[src/design/fsia_pkg.sv]
// shared constants, types and the digit-to-character function
// for the integer-to-ascii format stream; no dependencies
package fsia_pkg;

   localparam int VALUE_WIDTH = 32;
   localparam int ARG_WIDTH   = 32;
   localparam int CHAR_WIDTH  = 8;
   localparam int COUNT_WIDTH = 31;

   // decimal digits of the widest magnitude; always at least the hex digit count
   localparam int NUM_DIGITS  = ((VALUE_WIDTH * 1233) / 4096) + 1;
   localparam int BCD_WIDTH   = NUM_DIGITS * 4;
   localparam int REM_WIDTH   = $clog2(NUM_DIGITS + 1);
   localparam int BIT_CNT_WIDTH = $clog2(VALUE_WIDTH + 1);

   localparam logic [COUNT_WIDTH-1:0] COUNT_MAX = {COUNT_WIDTH{1'b1}};

   localparam logic [CHAR_WIDTH-1:0] CHAR_PERCENT = 8'h25;
   localparam logic [CHAR_WIDTH-1:0] CHAR_DEC     = 8'h64;
   localparam logic [CHAR_WIDTH-1:0] CHAR_HEX     = 8'h78;
   localparam logic [CHAR_WIDTH-1:0] CHAR_MINUS   = 8'h2d;
   localparam logic [CHAR_WIDTH-1:0] CHAR_ZERO    = 8'h30;
   localparam logic [CHAR_WIDTH-1:0] CHAR_LOWER_A = 8'h61;

   typedef struct packed {
      logic load;
      logic is_hex;
      logic take;
   } conv_ctl_type;

   typedef struct packed {
      logic                  valid;
      logic                  last;
      logic [CHAR_WIDTH-1:0] chr;
   } conv_out_type;

   function automatic logic [CHAR_WIDTH-1:0] digit_char(input logic [3:0] digit);
      logic [CHAR_WIDTH-1:0] code;
      if (digit < 4'd10) begin
         code = CHAR_ZERO + CHAR_WIDTH'(digit);
      end else begin
         code = CHAR_LOWER_A + CHAR_WIDTH'(digit - 4'd10);
      end
      return code;
   endfunction

endpackage

[src/design/format_stream_int_to_ascii.sv]
// channel   dir  ports                                             transfer when
// req       in   req_format_char req_argument req_start_of_format  req_valid & !req_stall
// rsp       out  rsp_out_char rsp_last_of_run rsp_char_count       rsp_valid & !rsp_stall
//
// one format byte at a time; a plain byte passes through ST_ECHO, a '%' only sets the pending flag
// %d: after the transfer, each value bit (32) is shifted into the double-dabble shift
// register, then each decimal digit position (10) is stepped through, leading zeros included
// %x: after the transfer, the 10 digit positions are stepped through, leading zeros included
// reset (synchronous, active high) clears the state, pending flag, count and output valid
// the output register holds a result under rsp_stall; the digit unit waits on it
// top level of the formatter; uses fsia_pkg and fsia_digits
module format_stream_int_to_ascii (
   input  logic                              clock,
   input  logic                              reset,
   input  logic                              req_valid,
   output logic                              req_stall,
   input  logic [fsia_pkg::CHAR_WIDTH-1:0]   req_format_char,
   input  logic [fsia_pkg::ARG_WIDTH-1:0]    req_argument,
   input  logic                              req_start_of_format,
   output logic                              rsp_valid,
   input  logic                              rsp_stall,
   output logic [fsia_pkg::CHAR_WIDTH-1:0]   rsp_out_char,
   output logic                              rsp_last_of_run,
   output logic [fsia_pkg::COUNT_WIDTH-1:0]  rsp_char_count
);
   import fsia_pkg::*;

   localparam logic [1:0] ST_IDLE   = 2'd0;
   localparam logic [1:0] ST_ECHO   = 2'd1;
   localparam logic [1:0] ST_MINUS  = 2'd2;
   localparam logic [1:0] ST_DIGITS = 2'd3;

   logic [1:0]             state_ff, state_in;
   logic                   pend_ff, pend_in;
   logic [CHAR_WIDTH-1:0]  char_ff, char_in;
   logic [COUNT_WIDTH-1:0] count_ff, count_in;
   logic                   rsp_valid_ff, rsp_valid_in;
   logic [CHAR_WIDTH-1:0]  rsp_char_ff, rsp_char_in;
   logic                   rsp_last_ff, rsp_last_in;
   logic [COUNT_WIDTH-1:0] rsp_count_ff, rsp_count_in;

   logic                   accept;
   logic                   pending;
   logic                   slot_free;
   logic                   push;
   logic                   push_last;
   logic [CHAR_WIDTH-1:0]  push_char;
   logic [COUNT_WIDTH-1:0] count_base;
   logic [COUNT_WIDTH-1:0] count_inc;
   logic [63:0]            arg_ext;
   logic [VALUE_WIDTH-1:0] val;
   logic [VALUE_WIDTH-1:0] neg_val;
   logic                   is_neg;
   conv_ctl_type           conv_ctl;
   conv_out_type           conv_out;

   assign req_stall = (state_ff != ST_IDLE);
   assign accept    = req_valid && !req_stall;
   assign pending   = pend_ff && !req_start_of_format;
   assign slot_free = !rsp_valid_ff || !rsp_stall;

   assign arg_ext = 64'(req_argument);
   assign val     = arg_ext[VALUE_WIDTH-1:0];
   assign neg_val = ~val + VALUE_WIDTH'(1);
   assign is_neg  = val[VALUE_WIDTH-1];

   assign conv_ctl.load   = accept && pending
                            && (req_format_char == CHAR_DEC || req_format_char == CHAR_HEX);
   assign conv_ctl.is_hex = (req_format_char == CHAR_HEX);
   assign conv_ctl.take   = (state_ff == ST_DIGITS) && slot_free;

   fsia_digits u_digits (
      .clock     (clock),
      .reset     (reset),
      .ctl       (conv_ctl),
      .magnitude ((conv_ctl.is_hex || !is_neg) ? val : neg_val),
      .dout      (conv_out)
   );

   always_comb begin
      push      = 1'b0;
      push_last = 1'b0;
      push_char = char_ff;
      case (state_ff)
         ST_ECHO: begin
            push      = slot_free;
            push_last = 1'b1;
            push_char = char_ff;
         end
         ST_MINUS: begin
            push      = slot_free;
            push_last = 1'b0;
            push_char = CHAR_MINUS;
         end
         ST_DIGITS: begin
            push      = slot_free && conv_out.valid;
            push_last = conv_out.last;
            push_char = conv_out.chr;
         end
         default: begin
            push = 1'b0;
         end
      endcase
   end

   assign count_base = count_ff;
   assign count_inc  = (count_base == COUNT_MAX) ? count_base
                                                 : count_base + COUNT_WIDTH'(1);

   always_comb begin
      state_in = state_ff;
      pend_in  = pend_ff;
      char_in  = char_ff;
      count_in = count_ff;
      case (state_ff)
         ST_IDLE: begin
            if (accept) begin
               if (req_start_of_format) begin
                  count_in = '0;
                  pend_in  = 1'b0;
               end
               if (pending) begin
                  pend_in = 1'b0;
                  if (req_format_char == CHAR_DEC) begin
                     state_in = is_neg ? ST_MINUS : ST_DIGITS;
                  end else if (req_format_char == CHAR_HEX) begin
                     state_in = ST_DIGITS;
                  end
               end else if (req_format_char == CHAR_PERCENT) begin
                  pend_in = 1'b1;
               end else begin
                  char_in  = req_format_char;
                  state_in = ST_ECHO;
               end
            end
         end
         ST_ECHO: begin
            if (push) begin
               state_in = ST_IDLE;
            end
         end
         ST_MINUS: begin
            if (push) begin
               state_in = ST_DIGITS;
            end
         end
         ST_DIGITS: begin
            if (push && push_last) begin
               state_in = ST_IDLE;
            end
         end
         default: begin
            state_in = ST_IDLE;
         end
      endcase
      if (push) begin
         count_in = count_inc;
      end
   end

   always_comb begin
      rsp_valid_in = rsp_valid_ff;
      rsp_char_in  = rsp_char_ff;
      rsp_last_in  = rsp_last_ff;
      rsp_count_in = rsp_count_ff;
      if (push) begin
         rsp_valid_in = 1'b1;
         rsp_char_in  = push_char;
         rsp_last_in  = push_last;
         rsp_count_in = count_inc;
      end else if (!rsp_stall) begin
         rsp_valid_in = 1'b0;
      end
   end

   always_ff @(posedge clock) begin
      if (reset) begin
         state_ff     <= ST_IDLE;
         pend_ff      <= 1'b0;
         count_ff     <= '0;
         rsp_valid_ff <= 1'b0;
      end else begin
         state_ff     <= state_in;
         pend_ff      <= pend_in;
         count_ff     <= count_in;
         rsp_valid_ff <= rsp_valid_in;
      end
      char_ff      <= char_in;
      rsp_char_ff  <= rsp_char_in;
      rsp_last_ff  <= rsp_last_in;
      rsp_count_ff <= rsp_count_in;
   end

   assign rsp_valid       = rsp_valid_ff;
   assign rsp_out_char    = rsp_char_ff;
   assign rsp_last_of_run = rsp_last_ff;
   assign rsp_char_count  = rsp_count_ff;

endmodule

[src/design/fsia_digits.sv]
// digit unit: bit-serial double-dabble for decimal, direct nibble load for hex,
// then one digit per cycle from the top while ctl.take allows, with leading zeros dropped; uses fsia_pkg
module fsia_digits (
   input  logic                              clock,
   input  logic                              reset,
   input  fsia_pkg::conv_ctl_type            ctl,
   input  logic [fsia_pkg::VALUE_WIDTH-1:0]  magnitude,
   output fsia_pkg::conv_out_type            dout
);
   import fsia_pkg::*;

   localparam logic [1:0] PH_IDLE   = 2'd0;
   localparam logic [1:0] PH_DABBLE = 2'd1;
   localparam logic [1:0] PH_EMIT   = 2'd2;

   logic [1:0]               phase_ff, phase_in;
   logic [VALUE_WIDTH-1:0]   bin_ff, bin_in;
   logic [BCD_WIDTH-1:0]     bcd_ff, bcd_in;
   logic [BCD_WIDTH-1:0]     adj;
   logic [BIT_CNT_WIDTH-1:0] bitcnt_ff, bitcnt_in;
   logic [REM_WIDTH-1:0]     rem_ff, rem_in;
   logic                     started_ff, started_in;
   logic [3:0]               top;
   logic                     shows;

   always_comb begin
      logic [3:0] nib;
      nib = 4'd0;
      for (int i = 0; i < NUM_DIGITS; i++) begin
         nib = bcd_ff[i*4 +: 4];
         adj[i*4 +: 4] = (nib >= 4'd5) ? nib + 4'd3 : nib;
      end
   end

   assign top   = bcd_ff[BCD_WIDTH-1 -: 4];
   assign shows = started_ff || (top != 4'd0) || (rem_ff == REM_WIDTH'(1));

   assign dout.valid = (phase_ff == PH_EMIT) && shows;
   assign dout.last  = (rem_ff == REM_WIDTH'(1));
   assign dout.chr   = digit_char(top);

   always_comb begin
      phase_in   = phase_ff;
      bin_in     = bin_ff;
      bcd_in     = bcd_ff;
      bitcnt_in  = bitcnt_ff;
      rem_in     = rem_ff;
      started_in = started_ff;
      case (phase_ff)
         PH_IDLE: begin
            if (ctl.load) begin
               started_in = 1'b0;
               rem_in     = REM_WIDTH'(NUM_DIGITS);
               if (ctl.is_hex) begin
                  bcd_in   = BCD_WIDTH'(magnitude);
                  phase_in = PH_EMIT;
               end else begin
                  bin_in    = magnitude;
                  bcd_in    = '0;
                  bitcnt_in = BIT_CNT_WIDTH'(VALUE_WIDTH);
                  phase_in  = PH_DABBLE;
               end
            end
         end
         PH_DABBLE: begin
            bcd_in    = {adj[BCD_WIDTH-2:0], bin_ff[VALUE_WIDTH-1]};
            bin_in    = bin_ff << 1;
            bitcnt_in = bitcnt_ff - BIT_CNT_WIDTH'(1);
            if (bitcnt_ff == BIT_CNT_WIDTH'(1)) begin
               phase_in = PH_EMIT;
            end
         end
         PH_EMIT: begin
            if (!shows || ctl.take) begin
               bcd_in = bcd_ff << 4;
               rem_in = rem_ff - REM_WIDTH'(1);
               if (shows) begin
                  started_in = 1'b1;
               end
               if (rem_ff == REM_WIDTH'(1)) begin
                  phase_in = PH_IDLE;
               end
            end
         end
         default: begin
            phase_in = PH_IDLE;
         end
      endcase
   end

   always_ff @(posedge clock) begin
      if (reset) begin
         phase_ff <= PH_IDLE;
      end else begin
         phase_ff <= phase_in;
      end
      bin_ff     <= bin_in;
      bcd_ff     <= bcd_in;
      bitcnt_ff  <= bitcnt_in;
      rem_ff     <= rem_in;
      started_ff <= started_in;
   end

endmodule

[config.mk]
export PLATFORM = sky130hd
export DESIGN_NAME = format_stream_int_to_ascii
export DESIGN_NICKNAME = d
export VERILOG_FILES = /design/src/design/fsia_pkg.sv /design/src/design/format_stream_int_to_ascii.sv /design/src/design/fsia_digits.sv
export SDC_FILE = /design/constraint.sdc
export NUM_CORES = 1
export LEC_CHECK = 0
export ABC_AREA = 1
export ABC_CLOCK_PERIOD_IN_PS = 4000
export CAP_MARGIN = 20
export CELL_PAD_IN_SITES_DETAIL_PLACEMENT = 1
export CELL_PAD_IN_SITES_GLOBAL_PLACEMENT = 1
export CORE_UTILIZATION = 44
export CTS_CLUSTER_DIAMETER = 150
export DETAILED_ROUTE_END_ITERATION = 12
export DONT_BUFFER_PORTS = 1
export HOLD_SLACK_MARGIN = 0.1
export PLACE_DENSITY = 0.77
export SETUP_SLACK_MARGIN = 0.1
export SLEW_MARGIN = 20
export SYNTH_ARGS = -nofsm -noshare
export SYNTH_HDL_FRONTEND = slang
export SYNTH_SLANG_ARGS = --single-unit
[constraint.sdc]
create_clock -name clock -period 4 [get_ports clock]
set_input_delay 0.2 -clock clock [delete_from_list [all_inputs] [get_ports clock]]
set_output_delay 0.2 -clock clock [all_outputs]
set_load 0.01 [all_outputs]
**Yosys cells after proc, flatten, opt, wreduce, memory -nomap -nowiden**

Cells that the tools add are included.

- Register bits after elaboration: 168
- Bits of input ports: 45
- Output and inout bits: 42
- Logic and storage cells: 168

- Add/sub/neg operators: 17
- Magnitude comparators: 11
- Equality and inequality tests: 24
- Muxes and demuxes: 58
- Bitwise logic cells: 3
- Reduce and logical (&&, ||, !) cells: 41

Operators with widths:

| kind | number |
|---|---|
| 2-to-1 mux 31 bit | 5 |
| 2-to-1 mux 32 bit | 4 |
| case mux 40 bit (3 select lines) | 1 |
| 2-to-1 mux 40 bit | 2 |
| case mux 32 bit (2 select lines) | 1 |
| 2-to-1 mux 4 bit | 11 |
| >= comparator 4 x 3 -> 1 bit (second input constant) | 10 |
| adder 4 x 2 -> 4 bit (second input constant) | 9 |
| adder 32 x 1 -> 32 bit (second input constant) | 1 |
| inverter 32 bit | 1 |
| adder 31 x 1 -> 31 bit (second input constant) | 1 |
| == test 31 bit (second input constant) | 1 |
| 2-to-1 mux 2 bit | 13 |
| == test 8 x 7 -> 1 bit (second input constant) | 2 |
| case mux 8 bit (2 select lines) | 1 |
| AND reduction 3 bit | 5 |
| != test 2 bit (second input constant) | 7 |
| 2-to-1 mux 6 bit | 2 |
| case mux 6 bit (2 select lines) | 1 |
| AND reduction 4 bit | 3 |
| nonzero test 2 bit | 6 |
| 2-to-1 mux 1 bit | 9 |
| adder 7 x 8 -> 8 bit (first input constant) | 1 |
| == test 8 x 6 -> 1 bit (second input constant) | 1 |
| other kinds (28) | 56 |

**Logic depth before layout (Yosys ltp)**

Gate-level depths: netlist of the first run.

- Word-level depth: 9
- Mapped depth: 13

**Modules after synthesis**

Synthesis of the first run repeated with hierarchy kept, for this count alone.

- Cell total of the unflattened synthesis: 1314
- Area total of the unflattened synthesis: 10326.2 µm²

By module, submodules not included:

| module | instances | cells each | area each (µm²) | seq. area each (µm²) |
|---|---|---|---|---|
| format_stream_int_to_ascii | 1 | 731 | 5180.0 | 2142.1 |
| fsia_digits | 1 | 583 | 5146.2 | 2532.4 |

**Least setup slack after synthesis of the first run**

Ideal clock, no wire load.

- Kind: flip-flop to flip-flop
- Start point: register u_digits.bcd_ff[36]
- End point: register u_digits.bcd_ff[0], enable pin
- Library setup time: 0.487 ns
- Arrival time: 3.820 ns
- Slack: -0.308 ns
- Cell stages (with the launch flop): 9
- Buffers on the path: 0
- Clock period less this slack: 4.308 ns
- Path through: edfxtp_1 -> inv_1 -> ha_1 -> nand2_1 -> nor2_1 -> nand2_1 -> o21ai_0 -> nor2_1 -> nor3_1

- Word-level cells in the longest chain between the ends: 7

RTL lines:

| element | RTL line | source |
|---|---|---|
| start, declared | fsia_digits.sv:18 | `logic [BCD_WIDTH-1:0] bcd_ff, bcd_in;` |
| start signal, assigned | fsia_digits.sv:98 | `bcd_ff <= bcd_in;` |
| nonzero test 4 bit | fsia_digits.sv:36 | `assign shows = started_ff \|\| (top != 4'd0) \|\| (rem_ff == REM_WIDTH'(1));` |
| logical OR 1 bit (2 in a row) | fsia_digits.sv:36 |  |
| zero test 1 bit | fsia_digits.sv:74 | `if (!shows \|\| ctl.take) begin` |
| logical OR 1 bit | fsia_digits.sv:74 |  |
| != test 2 bit (no source line) | -- |  |
| AND reduction 3 bit (no source line) | -- |  |

Every way passes these cells.
A chain may end at the register's enable or synchronous reset.

**Worst setup path in the final report of the first run**

- Start point: register u_digits.bcd_ff[37]
- End point: register count_ff[15] (netlist: count_base[15])

- Word-level cells in the longest chain between the ends: 8
- Elaborated cells on any way between the ends: 11
- Classes of those cells: 2 x mux; 9 x reduce/logical

RTL lines:

| element | RTL line | source |
|---|---|---|
| nonzero test 4 bit * | fsia_digits.sv:36 |  |
| logical OR 1 bit * (2 in a row) | fsia_digits.sv:36 |  |
| logical AND 1 bit * | fsia_digits.sv:38 | `assign dout.valid = (phase_ff == PH_EMIT) && shows;` |
| logical AND 1 bit * | format_stream_int_to_ascii.sv:96 | `push = slot_free && conv_out.valid;` |
| case mux 1 bit (2 select lines) * | format_stream_int_to_ascii.sv:84 | `case (state_ff)` |
| nonzero test 2 bit (no source line) | -- |  |
| AND reduction 3 bit (no source line) | -- |  |
| end signal, assigned | format_stream_int_to_ascii.sv:185 | `count_ff <= count_in;` |
| end, declared | format_stream_int_to_ascii.sv:36 | `logic [COUNT_WIDTH-1:0] count_ff, count_in;` |

Mark *: on every way between the ends. The rest lies on a longest branch, timed or not.

==> results of run 1 <==
-- synth_stat cells, types with 2 or more instances --
cell,count,area share
a211oi_1,2,0.0015
a21oi_1,50,0.025
a21oi_2,4,0.0035
a22oi_1,2,0.0015
a31oi_1,2,0.0012
a32o_1,6,0.0059
a32oi_1,8,0.0069
buf_2,10,0.0049
buf_6,2,0.0022
clkbuf_1,22,0.0081
dfxtp_1,37,0.073
edfxtp_1,131,0.39
ha_1,39,0.048
inv_1,154,0.057
inv_2,7,0.0026
nand2_1,321,0.12
nand2_2,24,0.015
nand3_1,105,0.052
nand3b_1,3,0.0022
nand4_1,11,0.0068
nor2_1,103,0.038
nor2_2,3,0.0019
nor2_4,4,0.0044
nor3_1,16,0.0079
nor3_2,4,0.0039
nor3_4,3,0.0048
o211ai_1,4,0.0030
o21ai_0,72,0.036
o21ai_1,6,0.0030
o21bai_1,13,0.0096
o221ai_1,2,0.0017
o22a_1,2,0.0017
o22ai_1,11,0.0068
o32ai_1,3,0.0026
or2_2,5,0.0031
xnor2_1,12,0.010
xor2_1,34,0.029
-- power breakdown --
part           leakage (uW)  switching (uW)  internal (uW)  total, uW
Clock              0.000292             748            995       1740
Sequential          0.00146             117           2100       2220
Combinational       0.00288             555            208        762
Total               0.00463            1420           3300       4720
-- sequential cells by signal, indices dropped and copies added (netlist names) --
signal               flops
char_ff                  8
count_base              31
pend_ff                  1
rsp_char_count          31
rsp_last_of_run          1
rsp_out_char             8
rsp_valid                1
state_ff                 2
u_digits.bcd_ff         40
u_digits.bin_ff         32
u_digits.bitcnt_ff       6
u_digits.phase_ff        2
u_digits.rem_ff          4
u_digits.started_ff      1
-- path summary, 6_finish.rpt --
check,cells past startpoint,slack [ns],start,endpoint
worst min-delay path,3,0.11,req_argument[28],u_digits.bin_ff[28]$_DFFE_PP_
worst min register to register,2,0.49,count_base[30]$_SDFFE_PP0P_,count_base[30]$_SDFFE_PP0P_
worst max-delay path,14,0.85,u_digits.bcd_ff[37]$_DFFE_PP_,count_base[15]$_SDFFE_PP0P_
worst max register to register,14,0.85,u_digits.bcd_ff[37]$_DFFE_PP_,count_base[15]$_SDFFE_PP0P_
-- what timing repair did --
action / in CTS / in global routing
gates resized for setup: 0 / 0
hold buffers: 33 / 0
endpoints found under the hold margin: 75 / 0
-- metrics by stage --
step | worst slack, ns | instance area, um2 | hold WS (ns) | power [uW]
after floorplan | 0.823 | 10100 | 0.299 | 2760
after global placement | 1.41 | 10400 | 0.268 | 2960
after detailed placement | 1.29 | 10400 | 0.269 | 2980
after CTS | 0.848 | 11400 | 0.111 | 4760
after global routing | 0.591 | 11400 | 0.135 | 4910
final | 0.846 | 11400 | 0.114 | 4720
-- cell type report --
| type | count | area [um2] | area share |
|---|---|---|---|
| clock inverters | 15 | 188 | 0.0164 |
| flip-flops and latches | 168 | 4670 | 0.409 |
| inverters | 161 | 604 | 0.0529 |
| repair buffers | 44 | 455 | 0.0399 |
| clock buffers | 17 | 425 | 0.0372 |
| well taps | 285 | 357 | 0.0312 |
| multi-input cells | 882 | 4720 | 0.413 |
-- cells by family (layout without fill, tap and decap cells) --
logic type      after synthesis  after routing  share of synthesized area
buf+inv                     196            237                     0.0756
fa+ha+maj                    39             39                     0.0481
xor+xnor                     46             46                     0.0397
simple gates                608            608                      0.265
compound gates              189            189                      0.111
flops                       168            168                      0.461
-- tightest hold or removal path, delay by kind of cell --
| kind | cells | cell delay, ns |
|---|---|---|
| simple gates | 3 | 0.25 |
-- per-layer routing --
metal / global-route usage / vias to the layer above / part of all wire
met2: 0.423 / 134 / 0.50
met5: 0 / - / 0
li1: - / 4203 / -
met1: 0.308 / 4107 / 0.45
met4: 0.0605 / 0 / 0.014
met3: 0.0395 / 29 / 0.030
==> results.json, run 1 <==
{
  "outcome": "completed",
  "final_core_util": 0.505,
  "startpoint_type": "register",
  "htree_levels": 4,
  "max_clock_freq_ghz": 0.317,
  "design.die.area_um2": 23700,
  "fin_crit_sh": 0.788,
  "portBuffers": 0,
  "die_w_um": 154,
  "final_max_slew_viol_count": 0,
  "cts_buffer_depth": 2,
  "yosysUniqueCellTypes": 46,
  "clk_pin_slew_worst_paths_ns": 0.07,
  "synth_ff_type": "edfxtp_1",
  "crit_arrival_ns": 3.48,
  "maxCapViolCount": 0,
  "drive_above_1_share": 0.0808,
  "place.gp.congestion": 0.847,
  "worst-setup-path-type": "reg2reg",
  "cts_root_buffer": "clkbuf_16",
  "clk_latency_ns": 0.45,
  "cts_tree": "built",
  "path_delay_family": "buffers and inverters",
  "rsz0062_at_grt": "false",
  "mostFrequentLayoutCell": "nand2_1",
  "num_vias": 8473,
  "postCtsSetupBuffers": 0,
  "slew_headroom": 0.437,
  "gr-total-overflow": 0,
  "area_delta_synth_final_pct": 12.7,
  "vias_per_cell": 5.39,
  "leakage_uw": 0.00463,
  "p_per_area_nw_per_um2": 413,
  "finalNonFillerCells": 1572,
  "antenna_found_initial": 0,
  "path_cells": "inv_1, ha_1, nand2_1, nor2_1, nand2_1, nand3_1, nand2_1, nand2_1, buf_4, inv_2, buf_12, nand2_1, a21oi_2, dlygate4sd3_1",
  "rows": 55,
  "finalHoldViolCount": 0,
  "hp-class": "in2reg",
  "dr.first_iter.drc_count": 495,
  "cp.required_ns": 4.33,
  "dpl.hpwl_mm": 19.8,
  "ant_nets": 0,
  "end_kind": "register",
  "syn_avg_cell_area_um2": 8.14,
  "worst-path-buf-inv": 5,
  "critPathMaxFanout": 43,
  "fin_crit_ns": 3.15,
  "grt_pass1_wl_mm": 45.2,
  "setup_violations": 0,
  "wirelength_mm": 27.6,
  "routedWlPerCell_um": 17.6,
  "fillers": 2686,
  "grt_usage": 0.241,
  "grt_pass1_vias": 8706,
  "synth_warnings": 0,
  "drcViolationCount": 0,
  "antenna_cells": 0,
  "vdd_ir_drop_max_uv": 301,
  "nNetsFinal": 1358,
  "final_cell_mix": "nand2_1, inv_1, edfxtp_1",
  "cts.sinks": 168,
  "dp_cells": 1506,
  "skew_ns": 0.0109,
  "critPathMostFrequentCell": "nand2_1",
  "tightest_slew_ns": 0.844,
  "synth_edf_count": 131,
  "postSynthCellCount": 1246,
  "grt_max_degree": 51,
  "synthesis.nets": 1330,
  "postSynth.asyncResetShare": 0,
  "core_area_um2": 22600,
  "cp_slowest_cell": "dlygate4sd3_1",
  "ys_seq_elements": 168,
  "seq_area_frac_synth": 0.461,
  "cp_slowest_stage_delay_ns": 0.55,
  "cts_made_buffers": 17,
  "die_y_um": 154,
  "fin_setup_tns_ns": 0,
  "syn_area_um2": 10100,
  "start_util": 0.448,
  "dr.pass1.iters": 5,
  "boundaryPins": 87
}
Note: power is estimated with default switching activity, not from simulation.
==> inputs of run 2 (changes only) <==
--- a/config.mk
+++ b/config.mk
@@ -6,16 +6,16 @@
 export NUM_CORES = 1
 export LEC_CHECK = 0
 export ABC_AREA = 1
-export ABC_CLOCK_PERIOD_IN_PS = 4000
+export ABC_CLOCK_PERIOD_IN_PS = 3000
 export CAP_MARGIN = 20
 export CELL_PAD_IN_SITES_DETAIL_PLACEMENT = 1
 export CELL_PAD_IN_SITES_GLOBAL_PLACEMENT = 1
-export CORE_UTILIZATION = 44
+export CORE_UTILIZATION = 49
 export CTS_CLUSTER_DIAMETER = 150
 export DETAILED_ROUTE_END_ITERATION = 12
 export DONT_BUFFER_PORTS = 1
 export HOLD_SLACK_MARGIN = 0.1
-export PLACE_DENSITY = 0.77
+export PLACE_DENSITY = 0.81
 export SETUP_SLACK_MARGIN = 0.1
 export SLEW_MARGIN = 20
 export SYNTH_ARGS = -nofsm -noshare
==> constraint.sdc (replaced) <==
create_clock -name clock -period 3 [get_ports clock]
set_input_delay 0.15 -clock clock [delete_from_list [all_inputs] [get_ports clock]]
set_output_delay 0.15 -clock clock [all_outputs]
set_load 0.01 [all_outputs]
==> run 2 against run 1 <==
Effect of this change:
- non-clock buffer count is 8 higher
- via count increased by 3.3%
- critical path depth is 2 lower
- clock skew up 0.0051 ns
- combinational power is 39% higher
- sequential share of layout area about the same
- routed wire length grew 4.7%
- cell count shrank 0.38%
- clock power up 26%
- maximum frequency rose by 20%
- critical path type unchanged
==> results.json, run 2 (synthesized netlist as in run 1, its figures left out) <==
{
  "cp_slowest_stage_delay_ns": 0.55,
  "boundaryPins": 87,
  "worst-path-buf-inv": 3,
  "cp.required_ns": 3.38,
  "dpl.hpwl_mm": 19.9,
  "p_per_area_nw_per_um2": 543,
  "fin_crit_ns": 2.63,
  "final_core_util": 0.565,
  "vias_per_cell": 5.59,
  "fin_setup_tns_ns": 0,
  "clk_latency_ns": 0.44,
  "critPathMaxFanout": 33,
  "power.switching_uw": 2010,
  "largest_reg_flops": 40,
  "fin_crit_sh": 0.875,
  "crit_arrival_ns": 3.00,
  "holdWs_ns": 0.102,
  "area_delta_synth_final_pct": 12.8,
  "drcViolationCount": 0,
  "biggestRegsByFlops": "u_digits.bcd_ff x40, u_digits.bin_ff x32",
  "grt_max_degree": 63,
  "skew_ns": 0.0160,
  "drive_above_1_share": 0.0826,
  "antenna_cells": 0,
  "setup_violations": 0,
  "max_clock_freq_ghz": 0.381,
  "vdd_ir_drop_max_uv": 320,
  "tightest_slew_ns": 1.04,
  "cp_slowest_cell": "dlygate4sd3_1",
  "top_register": "u_digits.bcd_ff",
  "swShare": 0.323,
  "start_util": 0.501,
  "wirelength_mm": 28.9,
  "postCtsSetupBuffers": 0,
  "clk_pin_slew_worst_paths_ns": 0.08,
  "dp_cells": 1494,
  "path_delay_family": "buffers and inverters",
  "grt_usage": 0.279,
  "power.internal_uw": 4200,
  "startpoint_type": "register",
  "finalHoldViolCount": 0,
  "cts.sinks": 168,
  "setup_slack_ns": 0.374,
  "die_y_um": 146,
  "finalNonFillerCells": 1566,
  "rows": 52,
  "cts_buffer_depth": 2,
  "dr.pass1.iters": 5,
  "outcome": "completed",
  "end_kind": "register",
  "maxCapViolCount": 0,
  "final_max_slew_viol_count": 0,
  "core_area_um2": 20200,
  "power_frac_clock": 0.352,
  "place.gp.congestion": 0.864,
  "leakage_uw": 0.00465,
  "critPathMostFrequentCell": "nand2_1",
  "worst-setup-path-type": "reg2reg",
  "cts_root_buffer": "clkbuf_16",
  "gr-total-overflow": 0,
  "design.die.area_um2": 21300,
  "cts_made_buffers": 17,
  "path_cells": "inv_1, ha_1, nand2_1, nor2_1, nand2_1, nand3_1, nand2_1, nand2_1, buf_4, nand3_1, a21oi_2, dlygate4sd3_1",
  "rsz0062_at_grt": "false",
  "ant_nets": 0,
  "grt_pass1_vias": 9437,
  "htree_levels": 4,
  "slew_headroom": 0.306,
  "mostFrequentLayoutCell": "nand2_1",
  "die_w_um": 146,
  "grt_pass1_wl_mm": 47.1,
  "routedWlPerCell_um": 18.5,
  "hp-class": "in2reg",
  "cts_tree": "built",
  "nNetsFinal": 1367,
  "dr.first_iter.drc_count": 479,
  "antenna_found_initial": 0,
  "num_vias": 8750,
  "post-place-ws_ns": 0.621,
  "portBuffers": 0,
  "seqPwrFrac": 0.477,
  "combinationalPowerShare": 0.170,
  "final_cell_mix": "nand2_1, inv_1, edfxtp_1"
}
## run 2: changes by cell type in the layout (fill, tap and decap cells not counted), moves of 2 or more
cell,change
dlygate4sd3_1,+6
inv_8,+5
buf_4,+3
bufinv_16,-3
clkinvlp_4,-2
## run 2: repair_timing
action	CTS	global route
gates resized for setup	0	0
hold buffers	39	0
endpoints found under the setup margin	0	1
hold endpoints to repair	86	0
## run 2: routing by layer
layer	vias to the layer above	track usage	share of wire
met5	-	0	0
met4	0	0.114	0.028
met3	58	0.0361	0.030
met2	199	0.502	0.52
met1	4277	0.337	0.43
li1	4216	-	-
## run 2: tightest hold or removal path, cell delays in order
cell and delay (ns):
inv_1 0.05, nand2_1 0.09, nand3_1 0.09, nand2_1 0.06
## run 2: through the flow
| stage | power, uW | area (um2) |
|---|---|---|
| after floorplan | 3670 | 10200 |
| after global placement | 3930 | 10400 |
| after detailed placement | 3990 | 10400 |
| after CTS | 6220 | 11400 |
| after global routing | 6440 | 11400 |
| final | 6210 | 11400 |
## run 2: final timing paths
kind / start / to / slack, ns / depth (start not counted)
worst max register to register: u_digits.bcd_ff[36]$_DFFE_PP_ / count_base[15]$_SDFFE_PP0P_ / 0.37 / 12
worst min-delay path: req_argument[26] / u_digits.bin_ff[26]$_DFFE_PP_ / 0.10 / 4
worst min register to register: count_base[24]$_SDFFE_PP0P_ / count_base[24]$_SDFFE_PP0P_ / 0.50 / 2
worst max-delay path: u_digits.bcd_ff[36]$_DFFE_PP_ / count_base[15]$_SDFFE_PP0P_ / 0.37 / 12
## run 2: cell type report
type                            instances  area (um2)
Multi-Input combinational cell        883        4730
Inverter                              161         604
Timing Repair Buffer                   52         510
Sequential cell                       168        4670
Tap cell                              270         338
Fill cell                            2440        8800
Clock buffer                           17         425
Clock inverter                         15         151
## run 2: power by group through the flow
stage	Combinational [uW]	Sequential (uW)	Clock, uW
2_1_floorplan	693	2980	0
3_3_place_gp	920	3010	0
3_5_place_dp	967	3020	0
4_1_cts	1050	2970	2210
5_1_grt	1160	2990	2290
6_report	1060	2960	2190
